===== config.mk =====
export PLATFORM = sky130hd
export DESIGN_NAME = prt_ctrl
export DESIGN_NICKNAME = d
export VERILOG_FILES = /design/src/design/prt_pkg.sv /design/src/design/prt_ctrl.sv
export SDC_FILE = /design/constraint.sdc
export NUM_CORES = 1
export LEC_CHECK = 0
export BUFFER_PORTS_ARGS = -buffer_cell sky130_fd_sc_hd__buf_4
export CAP_MARGIN = 20
export CORE_AREA = 2 2 39 41
export CTS_CLUSTER_DIAMETER = 40
export DETAILED_ROUTE_END_ITERATION = 16
export DIE_AREA = 0 0 41 43
export PLACE_DENSITY_LB_ADDON = 0.1
export SYNTH_ARGS = -nofsm -noshare
export SYNTH_HDL_FRONTEND = slang
export SYNTH_SLANG_ARGS = --single-unit

===== constraint.sdc =====
create_clock -name i_clk -period 1.5 [get_ports i_clk]
set_input_delay 0.15 -clock i_clk [delete_from_list [all_inputs] [get_ports i_clk]]
set_output_delay 0.15 -clock i_clk [all_outputs]
set_load 0.01 [all_outputs]

===== src/design/prt_pkg.sv =====
// ----------------------------------------------------------------------------
// prt_pkg
// Shared types and constants for the packed range table lookup block.
// ----------------------------------------------------------------------------
package prt_pkg;

    localparam int WORD_W   = 32;
    localparam int INDEX_W  = 10;
    localparam int SCALAR_W = 21;
    localparam int COUNT_W  = 11;
    localparam int PROP_W   = 3;
    localparam int LEN_W    = 9;
    localparam int LAST_W   = SCALAR_W + 1;

    // Operation codes carried in the op field of an input word.
    localparam logic OP_LOAD   = 1'b0;
    localparam logic OP_LOOKUP = 1'b1;

    // The one property code whose length field is a bit wider.
    localparam logic [PROP_W-1:0] PROP_WIDE_LEN = 3'd5;

    typedef struct packed {
        logic                op;
        logic [INDEX_W-1:0]  entry_index;
        logic [WORD_W-1:0]   entry_word;
        logic [SCALAR_W-1:0] scalar;
    } t_in_item;

    typedef struct packed {
        logic              found;
        logic [PROP_W-1:0] property_res;
    } t_out_item;

    typedef enum logic [1:0] {
        ST_IDLE,
        ST_PROBE,
        ST_COMPARE
    } t_state;

    typedef struct packed {
        logic write_entry;
        logic load_search;
        logic issue_read;
        logic narrow;
        logic finish_hit;
        logic finish_miss;
    } t_ctrl_cmd;

    typedef struct packed {
        logic range_open;
        logic hit;
    } t_dp_status;

endpackage


===== src/design/prt_ctrl.sv =====
// ----------------------------------------------------------------------------
// prt_ctrl
// Sequencer for table loads and the binary search of a lookup.
// ----------------------------------------------------------------------------
module prt_ctrl (
    input  logic              i_clk,
    input  logic              i_rst_n,
    input  logic              i_start,
    input  logic              i_op,
    input  prt_pkg::t_dp_status i_status,
    output prt_pkg::t_ctrl_cmd  o_cmd,
    output logic              o_busy
);
    import prt_pkg::*;

    t_state r_state;
    t_state n_state;
    logic   accept;

    assign accept = i_start && (r_state == ST_IDLE);
    assign o_busy = (r_state != ST_IDLE);

    always_ff @(posedge i_clk) begin
        if (!i_rst_n) begin
            r_state <= ST_IDLE;
        end else begin
            r_state <= n_state;
        end
    end

    always_comb begin
        n_state = r_state;
        case (r_state)
            ST_IDLE: begin
                if (accept && (i_op == OP_LOOKUP)) begin
                    n_state = ST_PROBE;
                end
            end
            ST_PROBE: begin
                n_state = i_status.range_open ? ST_COMPARE : ST_IDLE;
            end
            ST_COMPARE: begin
                n_state = i_status.hit ? ST_IDLE : ST_PROBE;
            end
            default: begin
                n_state = ST_IDLE;
            end
        endcase
    end

    always_comb begin
        o_cmd = '0;
        case (r_state)
            ST_IDLE: begin
                o_cmd.write_entry = accept && (i_op == OP_LOAD);
                o_cmd.load_search = accept && (i_op == OP_LOOKUP);
            end
            ST_PROBE: begin
                o_cmd.issue_read  = i_status.range_open;
                o_cmd.finish_miss = !i_status.range_open;
            end
            ST_COMPARE: begin
                o_cmd.finish_hit = i_status.hit;
                o_cmd.narrow     = !i_status.hit;
            end
            default: begin
                o_cmd = '0;
            end
        endcase
    end

endmodule


# Word-level counts from Yosys, hierarchy flattened
# Cells that the tools add are included.
[classes]
reduce_logical = 7
bitwise = 1
n_mux = 8
n_eq_ne = 3
[ops]
columns = ["op", "n"]
rows = [
  ["2-to-1 mux 2 bit", 4],
  ["case mux 2 bit (3 select lines)", 1],
  ["logical AND 1 bit", 3],
  ["2-to-1 mux 1 bit", 3],
  ["equality test 2 x 1 -> 1 bit, second input constant", 1],
  ["equality test 2 bit, second input constant", 1],
  ["logical NOT 1 bit", 2],
  ["logical NOT 2 bit", 1],
  ["inequality test 2 x 1 -> 1 bit, second input constant", 1],
  ["nonzero test 2 bit", 1],
  ["inverter 1 bit", 1],
]
[totals]
word_cells = 20
register_bits = 2
output_inout_bits = 7

# Logic depth before layout (Yosys ltp)
[depth]
depth_word = 5
ltp_mapped = 2
ltp_nobuf = 2

# Worst setup path after synthesis
# OpenSTA, ideal clock, no wires.
[synth_timing]
path_kind = "register to output"
start = "register r_state[1]"
end = "output o_cmd[5] in the netlist's numbering"
arrival_ns = 0.825
path_buffers = 0
path_stages_with_launch = 3
path_slack_ns = 0.525
required_time_ns = 1.350
cell_sequence = "dfxtp_1 > or2_4 > nor3b_2"
[synth_rtl]
columns = ["element", "line_no", "text"]
rows = [
  ["start, declared", "prt_ctrl.sv:16", "t_state r_state;"],
  ["start signal, assigned", "prt_ctrl.sv:27", "r_state <= n_state;"],
  ["end, declared", "prt_ctrl.sv:11", "output prt_pkg::t_ctrl_cmd o_cmd,"],
]

==> metrics.cfg <==
[cells_and_area]
largest_reg_flops = 2
regArea_um2 = 40.0
n_fill_cell = 158
final_cells = 45
final_nets = 37
reg_top3 = r_state (2)
n_antenna_cell = 0
drive_gt1_share_pct = 65.5
area_growth_pct = 95.5
largest_register = r_state
multi_input_comb_area_um2 = 98.8

[drt]
wirelength_um = 416
wire_per_inst_um = 9.24
drt_first_iter_violations = 0
drtPass1Iterations = 1
drt-vias-per-instance = 3.76
drc_errors = 0
num_vias = 169
detail-route-antenna-nets = 0

[min_path]
hp-class = in2reg
hold_depth = 2

[critical_path]
cp_max_fo = 8
reg2reg_depth = 2
worstPathRequired_ns = 1.35
critPathCaptureType = output port
cp_data_arrival_time_ns = 1.14
start_kind = flop
path_class = reg2out

[floorplanning]
num_rows = 14
initial_utilization_pct = 10.0
io_pins = 13
die_w_um = 41
die-area_um2 = 1760
core_um2 = 1380
die_y_um = 43

[power]
ir_worst_vdd_v = 0.000165
p_int_mw = 0.168
switchingPower_mw = 0.0453
switching_share_pct = 21.2
clock_power_share_pct = 54.8
p_leak_nw = 0.129
sequentialPowerShare_pct = 27.2
power.density_nw_per_um2 = 787
combPwrFrac_pct = 18.0

[timing]
tns_ns = 0
max-slew-margin-rel_pct = 85.9
layout_min_cycle_time_ns = 1.29
period_share_pct = 86.0
slew_violations = 0
tightest_slew_ns = 0.211
hold_viol = 0
fin_worst_skew_ns = 0.00259
setup_viol = 0
timing.fmax_mhz = 775
rsz0062_at_grt = no

[clocking]
cts_resized = 0
cts_buffers = 3
post_cts_buffers = 0
ctsHtreeMaxLevel = 1
clock_path_buffers = 2
root_buffer = clkbuf_4
cts_tree = built
clk_pin_slew_ns = 0.03
clk_latency_ns = 0.22
hold_buffers = 0
cts_num_sinks = 2

[synth]
syn_area_um2 = 139
muxShareOfSynthArea_pct = 0
yosys.area_share.adder_pct = 0
synth_warnings = 0
postSynthCellCount = 14
synth_top_family_by_area = simple AND/OR/NAND/NOR gates
synth_xor_xnor_area_share_pct = 0
synth.avg_cell_area_um2 = 9.92
synth_compound_area_share_pct = 3.60
synthesis.nets = 20
synth_cell_types = 11
ys_seq_elements = 2
synth-simple-area-share_pct = 67.6
ys_seq_area_share_pct = 28.8

[placement]
io_buffer_count = 12
gp_congestion = 0.594
place_inst = 42
hpwlAfterDp_um = 332

[global_route]
grt_pass1_vias = 164
grt_pass1_wl_um = 648
grt_usage_pct = 6.01
antenna_found_initial = 0
grt_max_degree = 9
grt-ovfl-total = 0

[run_status]
outcome = finished clean

[run]
cap_violations = 0

-- placed cells by master (no fill, tap or decap) --
cell type   n
buf_4      12
clkbuf_4    3
nor3b_1     2
nand2b_1    2
dfxtp_1     2
or2_4       1
and3b_2     1
and4bb_2    1
and3b_1     1
nor3b_2     1
nand3b_1    1
a21oi_1     1
and2_1      1
-- power by group through the flow --
stage | Combinational (mW) | Clock (mW) | Sequential [mW]
floorplan | 0.0158 | 0 | 0.0577
global placement | 0.0387 | 0 | 0.0588
detailed placement | 0.0390 | 0 | 0.0588
CTS | 0.0391 | 0.125 | 0.0582
global route | 0.0413 | 0.129 | 0.0590
finish | 0.0384 | 0.117 | 0.0580
-- cells in the mapped netlist --
cell type,count,area [um^2]
dfxtp_1,2,40.0
nand2b_1,2,12.5
nor3b_1,2,15.0
a21oi_1,1,5.00
and2_1,1,6.26
and3b_1,1,8.76
and3b_2,1,10.0
and4bb_2,1,12.5
nand3b_1,1,7.51
nor3b_2,1,12.5
or2_4,1,8.76
-- through the flow --
| stage | instance area (um^2) | setup WS [ns] | util [%] | power [mW] | hold slack, ns |
|---|---|---|---|---|---|
| 5_1_grt | 272 | 0.155 | 19.6 | 0.229 | 0.156 |
| 6_report | 272 | 0.210 | 19.6 | 0.214 | 0.143 |
| 2_1_floorplan | 139 | 0.525 | - | 0.0735 | 0.272 |
| 3_3_place_gp | 249 | 0.458 | 18.0 | 0.0975 | 0.372 |
| 4_1_cts | 272 | 0.189 | 19.6 | 0.222 | 0.135 |
| 3_5_place_dp | 249 | 0.430 | 18.0 | 0.0979 | 0.370 |
-- path summary, 6_finish.rpt --
path	from	endpoint	slack (ns)
worst max register to register	r_state[1]	r_state[1]	0.61
worst min register to register	r_state[1]	r_state[0]	0.55
worst max-delay path	r_state[1]	o_cmd[5]	0.21
worst min-delay path	i_rst_n	r_state[1]	0.14
-- kinds of logic after synthesis --
| kind of cell | after synthesis |
|---|---|
| AO/OA/AOI/OAI | 1 |
| flip-flops | 2 |
| AND/OR/NAND/NOR | 11 |
-- routing by layer --
metal	vias to the layer above	GRT usage, %	part of all wire, %
met5	-	0	0
met3	0	3.14	8.4
li1	81	-	-
met2	6	8.75	50
met4	0	6.00	0
met1	82	5.41	41
-- worst max-delay path, cell delays in order, from the launching register on --
cell and delay, ns:
dfxtp_1 0.35, or2_4 0.27, nor3b_2 0.15, buf_4 0.14
-- area by class of cell --
cell class | instances | share of cell area, %
flip-flops and latches | 2 | 14.7
clock buffers | 3 | 8.29
repair buffers | 12 | 33.2
multi-input cells | 12 | 36.4
well taps | 16 | 7.37
Note: power is estimated with default switching activity, not from simulation.
